## config.mk

```make
export PLATFORM = sky130hd
export DESIGN_NAME = fdr_div
export DESIGN_NICKNAME = d
export VERILOG_FILES = /design/src/sv/fdr_div.sv
export SDC_FILE = /design/constraint.sdc
export NUM_CORES = 2
export LEC_CHECK = 0
export BUFFER_PORTS_ARGS = -buffer_cell sky130_fd_sc_hd__buf_2
export CORE_MARGIN = 5
export CORE_UTILIZATION = 61
export DETAILED_ROUTE_END_ITERATION = 6
export GPL_ROUTABILITY_DRIVEN = 0
export HOLD_SLACK_MARGIN = 0.06
export PLACE_DENSITY = 0.88
export REMOVE_ABC_BUFFERS = 1
export SKIP_CTS_REPAIR_TIMING = 1
export SLEW_MARGIN = 20
export SYNTH_ARGS = -nofsm -noshare
export SYNTH_HDL_FRONTEND = slang
export SYNTH_SLANG_ARGS = --single-unit
```

## constraint.sdc

```tcl
create_clock -name i_clk -period 4.22 [get_ports i_clk]
set_clock_uncertainty 0.15 [all_clocks]
set_input_delay 0.844 -clock i_clk [delete_from_list [all_inputs] [get_ports i_clk]]
set_output_delay 0.844 -clock i_clk [all_outputs]
set_load 0.03 [all_outputs]
```

## src/sv/fdr_div.sv

```systemverilog
// Pipelined restoring fraction divider: one quotient bit per stage, n >= d or d == 0 gives one.
module fdr_div #(
    parameter int NW = 36,
    parameter int QB = 30,
    parameter int SW = 1
) (
    input  logic          i_clk,
    input  logic          i_rst_n,
    input  logic          i_en,
    input  logic          i_valid,
    input  logic [NW-1:0] i_num,
    input  logic [NW-1:0] i_den,
    input  logic [SW-1:0] i_side,
    output logic          o_valid,
    output logic [QB:0]   o_quot,
    output logic [SW-1:0] o_side
);
    logic [QB-1:0] r_v;
    logic [QB-1:0] r_sat;
    logic [NW-1:0] r_rem  [QB];
    logic [NW-1:0] r_den  [QB];
    logic [QB-1:0] r_q    [QB];
    logic [SW-1:0] r_side [QB];

    logic [QB-1:0] p_v;
    logic [QB-1:0] p_sat;
    logic [NW-1:0] p_rem  [QB];
    logic [NW-1:0] p_den  [QB];
    logic [QB-1:0] p_q    [QB];
    logic [SW-1:0] p_side [QB];

    for (genvar k = 0; k < QB; k++) begin : g_stage
        logic [NW:0]   sh;
        logic          ge;
        logic [NW-1:0] n_rem;
        logic [QB-1:0] n_q;

        if (k == 0) begin : g_first
            assign p_v[k]    = i_valid;
            assign p_sat[k]  = (i_den == '0) || (i_num >= i_den);
            assign p_rem[k]  = i_num;
            assign p_den[k]  = i_den;
            assign p_q[k]    = '0;
            assign p_side[k] = i_side;
        end else begin : g_next
            assign p_v[k]    = r_v[k-1];
            assign p_sat[k]  = r_sat[k-1];
            assign p_rem[k]  = r_rem[k-1];
            assign p_den[k]  = r_den[k-1];
            assign p_q[k]    = r_q[k-1];
            assign p_side[k] = r_side[k-1];
        end

        always_comb begin
            sh    = {p_rem[k], 1'b0};
            ge    = sh >= {1'b0, p_den[k]};
            n_rem = ge ? NW'(sh - {1'b0, p_den[k]}) : sh[NW-1:0];
            n_q   = QB'({p_q[k], ge});
        end

        always_ff @(posedge i_clk) begin
            if (!i_rst_n) begin
                r_v[k] <= 1'b0;
            end else if (i_en) begin
                r_v[k] <= p_v[k];
            end
        end

        always_ff @(posedge i_clk) begin
            if (i_en) begin
                r_sat[k]  <= p_sat[k];
                r_rem[k]  <= n_rem;
                r_den[k]  <= p_den[k];
                r_q[k]    <= n_q;
                r_side[k] <= p_side[k];
            end
        end
    end

    assign o_valid = r_v[QB-1];
    assign o_quot  = r_sat[QB-1] ? {1'b1, QB'(0)} : {1'b0, r_q[QB-1]};
    assign o_side  = r_side[QB-1];
endmodule

```

==> impl_results.html <==
<table>
<tr><th>Metric</th><th>Value</th></tr>
<tr><th colspan="2">CTS</th></tr>
<tr><td>CTS root buffer</td><td>sky130_fd_sc_hd__clkbuf_16</td></tr>
<tr><td>Worst skew pair latency</td><td>0.94 ns</td></tr>
<tr><td>Number of H-tree branching levels</td><td>5</td></tr>
<tr><td>CTS Buffer Depth</td><td>4</td></tr>
<tr><td>Number of buffers added by the clock tree synthesis step</td><td>292</td></tr>
<tr><td>CTS tree</td><td>yes</td></tr>
<tr><td>Clock transition at the registers of the reported paths</td><td>0.06 ns</td></tr>
<tr><td>Sink count of the clock tree</td><td>2643</td></tr>
<tr><th colspan="2">Timing</th></tr>
<tr><td>Final worst slack</td><td>0.0192 ns</td></tr>
<tr><td>Final number of hold-violating endpoints</td><td>0</td></tr>
<tr><td>Final critical-path share of the clock period</td><td>99.5%</td></tr>
<tr><td>Maximum frequency from static timing analysis</td><td>0.238 GHz</td></tr>
<tr><td>Total negative slack</td><td>0 ns</td></tr>
<tr><td>Final number of max-transition violations</td><td>0</td></tr>
<tr><td>Final min period</td><td>4.20 ns</td></tr>
<tr><td>Max-Slew Margin vs Limit</td><td>22.6%</td></tr>
<tr><td>Slew at the pin with the worst max-slew slack</td><td>1.13 ns</td></tr>
<tr><td>Setup-violating endpoint count in the final report</td><td>0</td></tr>
<tr><th colspan="2">Worst setup path</th></tr>
<tr><td>Worst setup path startpoint</td><td>i_den[26]</td></tr>
<tr><td>FF-to-FF Start</td><td>r_rem[0][258]$_DFFE_PP_</td></tr>
<tr><td>Setup crit end kind</td><td>flop</td></tr>
<tr><td>CP Class</td><td>input pin to flop</td></tr>
<tr><td>CP Launch Type</td><td>input pin</td></tr>
<tr><td>Data required time of the critical path</td><td>4.73 ns</td></tr>
<tr><td>CP arrival</td><td>4.71 ns</td></tr>
<tr><td>CP Max Fanout</td><td>43</td></tr>
<tr><th colspan="2">Synthesis</th></tr>
<tr><td>Synth top area share</td><td>52.5%</td></tr>
<tr><td>Synth Area in Adders</td><td>9.71%</td></tr>
<tr><td>Synth async-reset ratio</td><td>0%</td></tr>
<tr><td>Top cell type by total area after synthesis</td><td>sky130_fd_sc_hd__edfxtp_1</td></tr>
<tr><td>Proportion of synthesized area in mux cells</td><td>3.26%</td></tr>
<tr><td>Post-synthesis share of cell area spent on and, or, nand and nor gates</td><td>9.59%</td></tr>
<tr><td>Post-synthesis sequential area ratio</td><td>52.9%</td></tr>
<tr><td>Post-Syn Instances</td><td>13352</td></tr>
<tr><td>Largest family of logic cells by synthesized area</td><td>compound AO/OA/AOI/OAI gates</td></tr>
<tr><td>Biggest area contributors in the synthesized netlist</td><td>sky130_fd_sc_hd__edfxtp_1, sky130_fd_sc_hd__ha_1, sky130_fd_sc_hd__a21oi_1</td></tr>
<tr><td>Number of synthesized flops with an enable pin</td><td>2613</td></tr>
<tr><td>Compound-gate portion of the synthesized area</td><td>15.0%</td></tr>
<tr><td>Area of the mapped netlist</td><td>150000 sq um</td></tr>
<tr><td>Most used DFF post-synth</td><td>sky130_fd_sc_hd__edfxtp_1</td></tr>
<tr><td>Number of warnings printed during yosys synthesis</td><td>0</td></tr>
<tr><td>Count of state elements after synthesis</td><td>2643</td></tr>
<tr><td>Xor-xnor portion of the synthesized cell area</td><td>5.18%</td></tr>
<tr><td>Average cell area after synthesis</td><td>11.2 sq um</td></tr>
<tr><td>Count of unique library cells instantiated by Yosys</td><td>104</td></tr>
<tr><th colspan="2">Global routing</th></tr>
<tr><td>Initial antenna violation count</td><td>2</td></tr>
<tr><td>Maximum number of pins on one net before global-route repair</td><td>176</td></tr>
<tr><td>First-pass GRT wire length</td><td>537000 microns</td></tr>
<tr><td>Remaining global-route overflow</td><td>0</td></tr>
<tr><td>Number of global-route vias before repair</td><td>109913</td></tr>
<tr><td>Overall Global Routing Usage</td><td>25.8%</td></tr>
<tr><th colspan="2">Floorplan</th></tr>
<tr><td>Number of placement rows</td><td>181</td></tr>
<tr><td>Die X-Extent</td><td>505 microns</td></tr>
<tr><td>Initial Util</td><td>61.4%</td></tr>
<tr><td>Core Footprint</td><td>244000 sq um</td></tr>
<tr><td>Boundary pin count</td><td>110</td></tr>
<tr><td>DIE HEIGHT</td><td>505 microns</td></tr>
<tr><td>Area of the die</td><td>255000 sq um</td></tr>
<tr><th colspan="2">Route</th></tr>
<tr><td>Routed wire per std cell</td><td>19.5 microns</td></tr>
<tr><td>Starting DRT DRC Count</td><td>8056</td></tr>
<tr><td>Drt first pass iters</td><td>7</td></tr>
<tr><td>Drc violations</td><td>2</td></tr>
<tr><td>Via count of the routed design</td><td>105901</td></tr>
<tr><td>Total wirelength of the detailed-routed design</td><td>340000 microns</td></tr>
<tr><td>Routed Antenna Nets</td><td>0</td></tr>
<tr><td>Per-cell via count in the routed design</td><td>6.08</td></tr>
<tr><th colspan="2">Status</th></tr>
<tr><td>Violated checks</td><td>design-rule violations</td></tr>
<tr><td>Run status</td><td>finished with violations</td></tr>
<tr><th colspan="2">Layout</th></tr>
<tr><td>Area used by multi-input combinational logic</td><td>64400 sq um</td></tr>
<tr><td>Share of post-route cells with drive strength above 1</td><td>11.1%</td></tr>
<tr><td>Area growth syn-to-layout</td><td>11.7%</td></tr>
<tr><td>Finished layout cell area</td><td>167000 sq um</td></tr>
<tr><td>Fillers</td><td>15792</td></tr>
<tr><td>Finished Core Util</td><td>68.6%</td></tr>
<tr><td>Number of nets in the finished design</td><td>15229</td></tr>
<tr><td>Storage cell area</td><td>79100 sq um</td></tr>
<tr><th colspan="2">Pwr</th></tr>
<tr><td>Worst voltage drop across the vdd grid</td><td>0.471 mV</td></tr>
<tr><td>Post-layout power</td><td>131 mW</td></tr>
<tr><td>Pwr dens</td><td>784 nW/um^2</td></tr>
<tr><td>Leak Pwr</td><td>70.1 nW</td></tr>
<tr><th colspan="2">Placed design</th></tr>
<tr><td>Placement Cell Area</td><td>158000 sq um</td></tr>
<tr><td>HPWL reported at the end of detailed placement</td><td>247000 microns</td></tr>
<tr><td>I/O Buffers</td><td>109</td></tr>
<tr><td>Post-place setup slack</td><td>-0.440 ns</td></tr>
<tr><th colspan="2">Run</th></tr>
<tr><td>Maximum capacitance violations</td><td>0</td></tr>
<tr><th colspan="2">Min path</th></tr>
<tr><td>Startpoint of the lowest-slack hold path</td><td>i_valid</td></tr>
<tr><td>Class of the worst hold path</td><td>input pin to flop</td></tr>
</table>
-- path summary, 6_finish.rpt --
check | end | slack, ns | cells past startpoint
worst min register to register | r_q[0][241]$_DFFE_PP_ | 0.24 | 0
worst max-delay path | r_rem[0][7]$_DFFE_PP_ | 0.02 | 14
worst min-delay path | p_v[1]$_SDFFE_PN0P_ | 0.05 | 3
worst max register to register | r_rem[0][291]$_DFFE_PP_ | 0.06 | 13
-- final cells by class --
| cell class | count | share of cell area, % |
|---|---|---|
| inverter | 1377 | 3.09 |
| clock inverter | 148 | 0.690 |
| clock buffer | 351 | 4.63 |
| timing repair buffer | 688 | 3.33 |
| antenna | 1 | 0.00150 |
| sequential | 2643 | 47.3 |
| multi-input combinational | 9006 | 38.5 |
| tap | 3202 | 2.40 |
-- state kept, by name (all words and copies together) (netlist names) --
signal,count
r_den,1044
r_rem,1044
r_q,465
r_side,30
p_sat,29
p_v,29
o_valid,1
r_sat,1
-- synthesized netlist by cell type, types with 167 or more instances --
| master | count |
|---|---|
| sky130_fd_sc_hd__nor2_1 | 846 |
| sky130_fd_sc_hd__mux2_2 | 351 |
| sky130_fd_sc_hd__clkbuf_1 | 242 |
| sky130_fd_sc_hd__inv_1 | 1372 |
| sky130_fd_sc_hd__o21bai_1 | 167 |
| sky130_fd_sc_hd__nand2b_1 | 175 |
| sky130_fd_sc_hd__xor2_1 | 356 |
| sky130_fd_sc_hd__nand2_1 | 717 |
| sky130_fd_sc_hd__o21ai_0 | 691 |
| sky130_fd_sc_hd__xnor2_1 | 529 |
| sky130_fd_sc_hd__a21oi_1 | 1254 |
| sky130_fd_sc_hd__nand4_1 | 169 |
| sky130_fd_sc_hd__nor2b_1 | 253 |
| sky130_fd_sc_hd__a21o_1 | 635 |
| sky130_fd_sc_hd__nand3_1 | 230 |
| sky130_fd_sc_hd__ha_1 | 1115 |
| sky130_fd_sc_hd__edfxtp_1 | 2613 |
-- cell usage in the layout (no fill, tap or decap), drive strengths merged, types with 133 or more instances in the layout --
| cell type | instances |
|---|---|
| nand4 | 169 |
| buf | 662 |
| nor2b | 253 |
| o21ai | 705 |
| a21o | 635 |
| inv | 1383 |
| a21oi | 1255 |
| o21a | 133 |
| nor3 | 149 |
| xnor2 | 529 |
| nand3 | 230 |
| xor2 | 356 |
| o21bai | 167 |
| nand2 | 717 |
| edfxtp | 2613 |
| mux2 | 378 |
| ha | 1115 |
| nor2 | 846 |
| clkbuf | 351 |
| nand2b | 175 |
-- layer usage --
metal	vias up	track usage, %	wire length (microns)
li1	50181	-	-
met2	3749	50.0	183000
met1	50307	22.6	107000
met3	1664	3.17	12700
met4	0	23.8	37000
met5	-	0	0
-- cells by family (layout without fill, tap and decap cells) --
family	Yosys count	in the layout
DFF	2643	2643
AOI/OAI and AO/OA	3586	3586
xor gates and xnor gates	885	885
and+or+nand+nor	2961	2961
other	0	1
adders and majority gates	1144	1144
muxes	430	430
buffers and inverters	1703	2564
-- critical path: stages --
cell,delay (ns)
sky130_fd_sc_hd__dlygate4sd3_1,0.51
sky130_fd_sc_hd__buf_2,0.13
sky130_fd_sc_hd__inv_1,0.06
sky130_fd_sc_hd__ha_1,0.38
sky130_fd_sc_hd__nand2_1,0.09
sky130_fd_sc_hd__nor3b_1,0.29
sky130_fd_sc_hd__and2_1,0.34
sky130_fd_sc_hd__nand4_1,0.23
sky130_fd_sc_hd__nor4_2,0.68
sky130_fd_sc_hd__a2111oi_0,0.25
sky130_fd_sc_hd__inv_1,0.11
sky130_fd_sc_hd__a31o_2,0.15
sky130_fd_sc_hd__buf_12,0.21
sky130_fd_sc_hd__mux2_2,0.37
-- power by group --
part           switching [mW]  internal [mW]
clock network            10.0           14.0
registers                3.49           39.0
logic                    35.8           28.7
total                    49.3           81.7
-- through the flow --
step | cells | hold slack, ns
finish | 17416 | 0.0545
global route | 17415 | 0.0657
CTS | 17382 | -0.108
detailed placement | 16883 | 0.255
global placement | 16882 | 0.250
floorplan | 13026 | 0.250
(Power assumes the default switching activity.)
