## src/sv/fdr_sqrt.sv

```systemverilog
// Pipelined digit-by-digit integer square root: one root bit per stage.
module fdr_sqrt #(
    parameter int RB = 15,
    parameter int SW = 1
) (
    input  logic            i_clk,
    input  logic            i_rst_n,
    input  logic            i_en,
    input  logic            i_valid,
    input  logic [2*RB-1:0] i_x,
    input  logic [SW-1:0]   i_side,
    output logic            o_valid,
    output logic [RB-1:0]   o_root,
    output logic [SW-1:0]   o_side
);
    logic [RB-1:0]   r_v;
    logic [2*RB-1:0] r_x    [RB];
    logic [RB+1:0]   r_rem  [RB];
    logic [RB-1:0]   r_root [RB];
    logic [SW-1:0]   r_side [RB];

    logic [RB-1:0]   p_v;
    logic [2*RB-1:0] p_x    [RB];
    logic [RB+1:0]   p_rem  [RB];
    logic [RB-1:0]   p_root [RB];
    logic [SW-1:0]   p_side [RB];

    for (genvar k = 0; k < RB; k++) begin : g_stage
        logic [RB+3:0] cur;
        logic [RB+3:0] trial;
        logic          ge;

        if (k == 0) begin : g_first
            assign p_v[k]    = i_valid;
            assign p_x[k]    = i_x;
            assign p_rem[k]  = '0;
            assign p_root[k] = '0;
            assign p_side[k] = i_side;
        end else begin : g_next
            assign p_v[k]    = r_v[k-1];
            assign p_x[k]    = r_x[k-1];
            assign p_rem[k]  = r_rem[k-1];
            assign p_root[k] = r_root[k-1];
            assign p_side[k] = r_side[k-1];
        end

        always_comb begin
            cur   = {p_rem[k], p_x[k][2*RB-1:2*RB-2]};
            trial = {2'b00, p_root[k], 2'b01};
            ge    = cur >= trial;
        end

        always_ff @(posedge i_clk) begin
            if (!i_rst_n) begin
                r_v[k] <= 1'b0;
            end else if (i_en) begin
                r_v[k] <= p_v[k];
            end
        end

        always_ff @(posedge i_clk) begin
            if (i_en) begin
                r_x[k]    <= {p_x[k][2*RB-3:0], 2'b00};
                r_rem[k]  <= ge ? (RB+2)'(cur - trial) : (RB+2)'(cur);
                r_root[k] <= RB'({p_root[k], ge});
                r_side[k] <= p_side[k];
            end
        end
    end

    assign o_valid = r_v[RB-1];
    assign o_root  = r_root[RB-1];
    assign o_side  = r_side[RB-1];
endmodule

```

## config.mk

```make
export PLATFORM = sky130hd
export DESIGN_NAME = fdr_sqrt
export DESIGN_NICKNAME = d
export VERILOG_FILES = /design/src/sv/fdr_sqrt.sv
export SDC_FILE = /design/constraint.sdc
export NUM_CORES = 1
export LEC_CHECK = 0
export ABC_AREA = 1
export BUFFER_PORTS_ARGS = -buffer_cell sky130_fd_sc_hd__buf_2
export CORE_MARGIN = 4
export CORE_UTILIZATION = 48
export CTS_CLUSTER_DIAMETER = 100
export DETAILED_ROUTE_END_ITERATION = 7
export SLEW_MARGIN = 20
export SYNTH_ARGS = -nofsm -noshare
export SYNTH_HDL_FRONTEND = slang
export SYNTH_SLANG_ARGS = --single-unit
```

## constraint.sdc

```tcl
create_clock -name i_clk -period 2.69 [get_ports i_clk]
set_clock_uncertainty 0.1 [all_clocks]
set_input_delay 0.269 -clock i_clk [delete_from_list [all_inputs] [get_ports i_clk]]
set_output_delay 0.269 -clock i_clk [all_outputs]
set_load 0.01 [all_outputs]
```

==> results_dict.tcl, run 1 <==
set metrics [dict create \
    p_clk_share_pct 36.6 \
    p_int_w 0.0180 \
    cts_root_buf "clkbuf_16" \
    ff_latch_area_um2 17300 \
    maxCapViolations 0 \
    synth_edf_count 565 \
    grt_pass1_vias 20400 \
    netlist_area_um2 30100 \
    synth_top_area_share_pct 56.5 \
    place_congestion 0.877 \
    p_sw_share_pct 27.6 \
    rsz0062_at_grt "no" \
    fin_crit_sh_pct 91.5 \
    hold_class "in -> reg" \
    status "finished, final reports clean" \
    grt_max_degree 69 \
    end_kind "flip-flop" \
    maxClockFrequency_mhz 406 \
    crit_arrival_ns 2.70 \
    cts_made_buffers 61 \
    finalHoldViolations 0 \
    drtPass1Iterations 5 \
    cts_tree "done" \
    postRouteAntennaNets 0 \
    via_count 21200 \
    synth_cells 3195 \
    clk_latency_ns 0.65 \
    whs_ns 0.221 \
    startpoint_type "flip-flop" \
    via_per_inst 5.00 \
    drt_iter0_drc 1678 \
    io_pins 52 \
    p_leak_nw 15.5 \
    cts_setup_buffers 0 \
    start_util_pct 48.6 \
    overflow 0 \
    antenna_cells 0 \
    max_slew.worst_pin.slew_ns 0.757 \
    multi_input_comb_area_um2 10300 \
    wl_per_cell_um 16.0 \
    antenna_found_initial 0 \
    syn_nets 3365 \
    power.density_nw_per_um2 729 \
    vdd_ir_drop_max_mv 0.677 \
    dp_hpwl_um 51300 \
    die_area_um2 66700 \
    min_period_ns 2.46 \
    path_max_fanout 19 \
    drive_above_1_share_pct 7.58 \
    coreArea_um2 61800 \
    cp.required_ns 2.93 \
    cts.sinks 580 \
    die_y_um 258 \
    report.final.slew_viol_count 0 \
    wirelength_um 67700 \
    die_w_um 258 \
    grt.total_usage_pct 20.2 \
    yosysTopAreaCell "edfxtp_1" \
    critPathKind "reg -> reg" \
    tns_ns 0 \
    syn_to_final_growth_pct 13.4 \
    ys_top_cells_by_area "edfxtp_1, nand2_1, inv_1, ha_1, nor2_1" \
    setup_viol 0 \
    setup_slack_ns 0.228 \
    ctsLongestPathBuffers 3 \
    dp_slack_ns 0.151 \
    utilization_pct 55.1 \
    io_buffers 51 \
    yosysSeqAreaShare_pct 57.5 \
    yosysUniqueCellTypes 48 \
    p_seq_share_pct 46.5 \
    async_flop_share_pct 0 \
    finalNetCount 3521 \
    synth_top_flop_cell "edfxtp_1" \
    pwr-share-comb_pct 16.9 \
    p_sw_w 0.00687 \
    rows 91 \
    h-tree-depth 2 \
    nFillCells 5549 \
    ys_ff_latch 580 \
    yosysWarnings 0 \
    syn_area_per_cell_um2 9.41 \
    drcViolationCount 0 \
    slew_headroom_pct 49.5 \
    cts.clk_slew.worst_paths_ns 0.06 \
    grt_pass1_wl_um 109000 \
]
[power groups by stage]
| stage | sequential [W] | clock (W) | combinational, W |
|---|---|---|---|
| finish | 0.0115 | 0.00910 | 0.00419 |
| global route | 0.0116 | 0.00975 | 0.00481 |
| CTS | 0.0116 | 0.00936 | 0.00420 |
| detailed placement | 0.0117 | 0 | 0.00413 |
| global placement | 0.0117 | 0 | 0.00411 |
| floorplan | 0.0115 | 0 | 0.00296 |
[critical path, cell delays in order, from the launching register on]
cell      delay (ns)
edfxtp_1        0.44
inv_1           0.06
ha_1            0.36
nand2_1         0.15
nor2_1          0.15
nand3_1         0.11
nor2_1          0.11
nand2_1         0.06
nand2_1         0.13
nor2_2          0.05
buf_4           0.20
nand2_1         0.09
o21ai_1         0.11
[through the flow]
stage / total power, W / cell area [um2] / cells
after floorplan: 0.0144 / 30100 / 3195
after global placement: 0.0158 / 31500 / 4089
after detailed placement: 0.0159 / 31500 / 4089
after CTS: 0.0251 / 34100 / 4239
after global routing: 0.0262 / 34100 / 4239
final: 0.0248 / 34100 / 4239
[registers in the layout, summed over array words and instances (netlist names)]
name	flops
o_valid	1
p_v	14
r_rem	220
r_root	120
r_side	15
r_x	210
[cells in the mapped netlist (3+ instances only)]
| cell | n |
|---|---|
| nor3b_1 | 3 |
| nor2_2 | 16 |
| dfxtp_1 | 15 |
| inv_1 | 572 |
| buf_6 | 12 |
| nand3_2 | 5 |
| o21bai_1 | 4 |
| nand2_1 | 970 |
| o21a_1 | 3 |
| o211ai_1 | 3 |
| edfxtp_1 | 565 |
| ha_1 | 135 |
| clkbuf_2 | 3 |
| o21ai_1 | 15 |
| nor2_1 | 220 |
| nor2_4 | 5 |
| nand4_1 | 100 |
| and2_1 | 6 |
| a21oi_1 | 96 |
| or2_2 | 10 |
| o21ai_0 | 79 |
| buf_4 | 6 |
| nor3_2 | 3 |
| inv_2 | 5 |
| xor2_1 | 58 |
| nand3_1 | 161 |
| nand3b_1 | 22 |
| nand2_2 | 9 |
| xnor2_1 | 24 |
| nor3_1 | 28 |
| buf_2 | 7 |
| nand4_4 | 4 |
| clkbuf_1 | 5 |
| a21oi_2 | 7 |
[final cells by class]
type                            count  area share [%]
Clock buffer                       77            4.74
Clock inverter                     37            1.75
Inverter                          577            6.36
Multi-Input combinational cell   2003            30.4
Sequential cell                   580            50.7
Tap cell                          837            3.07
Timing Repair Buffer              128            3.03
[placed cells by master, fill, tap and decap left out, drive strengths merged]
cell type	n
conb	1
a21o	1
clkinv	17
and2	6
nand3b	22
ha	135
a21oi	103
and3	1
edfxtp	565
o21ai	96
o21a	3
xnor2	24
nand3	167
clkbuf	77
clkinvlp	6
nand2	980
o21bai	5
a21boi	1
o211ai	3
buf	92
nor4	2
nand4	105
a211oi	2
dlygate4sd3	36
bufinv	13
xor2	58
nor3b	3
or2	13
nor2	241
dfxtp	15
inv	578
nor3	31
[cell families after synthesis]
| family | share of synthesized area [%] |
|---|---|
| buffers and inverters | 8.14 |
| adder cells (fa/ha/maj) | 5.62 |
| AO/OA/AOI/OAI | 3.81 |
| other | 0.0125 |
| XOR/XNOR | 2.39 |
| flip-flops | 57.5 |
| AND/OR/NAND/NOR | 22.6 |
[per-layer routing]
| layer | track usage, % | routed length, um | up-vias |
|---|---|---|---|
| met5 | 0 | 0 | - |
| met4 | 5.02 | 1480 | 0 |
| met3 | 2.88 | 3020 | 93 |
| met2 | 32.9 | 31400 | 453 |
| met1 | 28.9 | 31800 | 9857 |
| li1 | - | - | 10800 |
[timing repair]
action,in CTS,in global routing
hold endpoints to repair,70,0
hold buffers,36,0
setup endpoints to repair,0,1
gates resized for setup,0,1
[path summary, 6_finish.rpt]
path                                startpoint           end  slack, ns  cells after the start
worst max-delay path            r_root[0][110]   r_rem[8][3]       0.23                     12
worst min-delay path                   i_x[19]    r_x[0][19]       0.22                      2
worst min register to register    r_side[5][0]  r_side[5][1]       0.31                      0
worst max register to register  r_root[0][110]   r_rem[8][3]       0.23                     12
Power figures use the tool's default switching activity.
==> inputs of run 2 (changes only) <==
--- a/config.mk
+++ b/config.mk
@@ -8,7 +8,7 @@
 export ABC_AREA = 1
 export BUFFER_PORTS_ARGS = -buffer_cell sky130_fd_sc_hd__buf_2
 export CORE_MARGIN = 4
-export CORE_UTILIZATION = 48
+export CORE_UTILIZATION = 45
 export CTS_CLUSTER_DIAMETER = 100
 export DETAILED_ROUTE_END_ITERATION = 7
 export SLEW_MARGIN = 20
==> results_dict.tcl, run 2 (synthesis gave the netlist of run 1 again) <==
set metrics [dict create \
    maxClockFrequency_mhz 403 \
    cts_tree "done" \
    drtPass1Iterations 5 \
    overflow 0 \
    startpoint_type "flip-flop" \
    finalHoldViolations 0 \
    wl_per_cell_um 15.6 \
    cts_made_buffers 61 \
    max_slew.worst_pin.slew_ns 0.648 \
    antenna_cells 0 \
    dp_hpwl_um 50700 \
    setup_viol 0 \
    end_kind "flip-flop" \
    slew_headroom_pct 56.7 \
    report.final.slew_viol_count 0 \
    final_common_cell "nand2_1" \
    p_leak_nw 15.4 \
    ctsLongestPathBuffers 3 \
    start_util_pct 45.5 \
    hold_depth 2 \
    p_seq_share_pct 47.6 \
    cts.sinks 580 \
    die_w_um 266 \
    cts_setup_buffers 0 \
    die_y_um 266 \
    dpl-instance-area_um2 31500 \
    reg2reg_to "r_rem[8][5]" \
    layout.cells.non_filler 4260 \
    cts_root_buf "clkbuf_16" \
    critPathKind "reg -> reg" \
    postRouteAntennaNets 0 \
    regMostFlops "r_rem" \
    coreArea_um2 66000 \
    drcViolationCount 0 \
    grt_pass1_vias 20700 \
    maxCapViolations 0 \
    p_clk_share_pct 35.3 \
    syn_to_final_growth_pct 12.8 \
    drt_iter0_drc 1457 \
    grt.total_usage_pct 18.8 \
    p_sw_w 0.00685 \
    wirelength_um 66600 \
    pwr-share-comb_pct 17.1 \
    utilization_pct 51.4 \
    path_max_fanout 16 \
    grt_pass1_wl_um 108000 \
    die_area_um2 71000 \
    power.density_nw_per_um2 715 \
    worstHoldStart "i_x[8]" \
    rows 94 \
    stdcell_area_um2 33900 \
    via_per_inst 4.93 \
    crit_arrival_ns 2.79 \
    place_congestion 0.889 \
    dpl.cell_count 4108 \
    fin_crit_sh_pct 92.3 \
    io_pins 52 \
    drive_above_1_share_pct 7.36 \
    io_buffers 51 \
    layout_common_cells "nand2_1, inv_1, edfxtp_1, nor2_1, nand3_1" \
    cts.clk_slew.worst_paths_ns 0.07 \
    antenna_found_initial 2 \
    reg2reg_setup_slack_ns 0.21 \
    grt_max_degree 71 \
    clk_latency_ns 0.62 \
    rsz0062_at_grt "no" \
    status "finished, final reports clean" \
    h-tree-depth 2 \
    vdd_ir_drop_max_mv 0.513 \
    hold_class "in -> reg" \
    reg.largest.list "r_rem x220, r_x x210, r_root x120" \
    min_period_ns 2.48 \
    hold_end "r_x[0][8]" \
    tns_ns 0 \
    p_int_w 0.0174 \
    p_sw_share_pct 28.2 \
    r2r_cells 10 \
    cp.required_ns 3.00 \
    via_count 21000 \
    r2r_start "r_root[0][111]" \
    finalNetCount 3513 \
    largest_register_ffs 220 \
]
==> run 2: cell count changes in the layout (fill, tap and decap cells not counted), sizes merged <==
| cell | change |
|---|---|
| bufinv | -5 |
| clkbuf | -7 |
| buf | -8 |
| clkinvlp | +3 |
| clkinv | +7 |
| inv | +4 |
==> run 2: stage by stage <==
stage | power, W | hold slack, ns | worst slack, ns
3_5_place_dp | 0.0158 | 0.305 | 0.124
4_1_cts | 0.0245 | 0.203 | 0.0876
6_report | 0.0242 | 0.245 | 0.208
2_1_floorplan | 0.0144 | 0.268 | 0.696
3_3_place_gp | 0.0158 | 0.300 | 0.146
5_1_grt | 0.0256 | 0.214 | 0.0142
==> run 2: repair_timing <==
item | in CTS | in global routing
hold buffers | 36 | 0
gates resized for setup | 0 | 1
endpoints found under the hold margin | 61 | 0
setup endpoints to repair | 0 | 9
==> run 2: power by group through the flow <==
| stage | sequential (W) | clock (W) | combinational (W) |
|---|---|---|---|
| final | 0.0115 | 0.00855 | 0.00415 |
| after global routing | 0.0116 | 0.00921 | 0.00478 |
| after CTS | 0.0115 | 0.00880 | 0.00417 |
| after detailed placement | 0.0117 | 0 | 0.00410 |
| after global placement | 0.0117 | 0 | 0.00406 |
| after floorplan | 0.0115 | 0 | 0.00296 |
==> run 2: critical path: stages, from the launching register on <==
cell and delay [ns]:
edfxtp_1 0.43, inv_1 0.07, ha_1 0.33, nand2_1 0.09, nand2_1 0.06, a21boi_0 0.30
nand3_1 0.19, nor2_2 0.31, buf_12 0.19, nand2_1 0.06, o21ai_1 0.16
==> run 2: final cells by class <==
| type | count | area [um2] |
|---|---|---|
| clock buffers | 70 | 1560 |
| flip-flops and latches | 580 | 17300 |
| multi-input cells | 2003 | 10300 |
| well taps | 864 | 1080 |
| inverters | 577 | 2170 |
| repair buffers | 120 | 986 |
| clock inverters | 46 | 500 |
| fillers | 6019 | 32100 |
==> run 2: routing by layer <==
layer | part of all wire, % | track usage [%]
met1 | 47 | 26.4
met2 | 46 | 30.7
met3 | 4.3 | 3.16
met4 | 2.3 | 4.97
met5 | 0.044 | 0
==> run 2: how the worst max path moves through the flow <==
stage | from | end | cells after the start
2_1_floorplan | r_rem[12][10] | r_rem[13][7] | 10
3_3_place_gp | r_rem[8][3] | r_rem[9][13] | 9
3_5_place_dp | r_rem[8][4] | r_rem[9][16] | 9
4_1_cts | r_rem[8][4] | r_rem[9][16] | 9
5_1_grt | r_rem[8][4] | r_rem[9][1] | 10
6_report | r_root[0][111] | r_rem[8][5] | 10
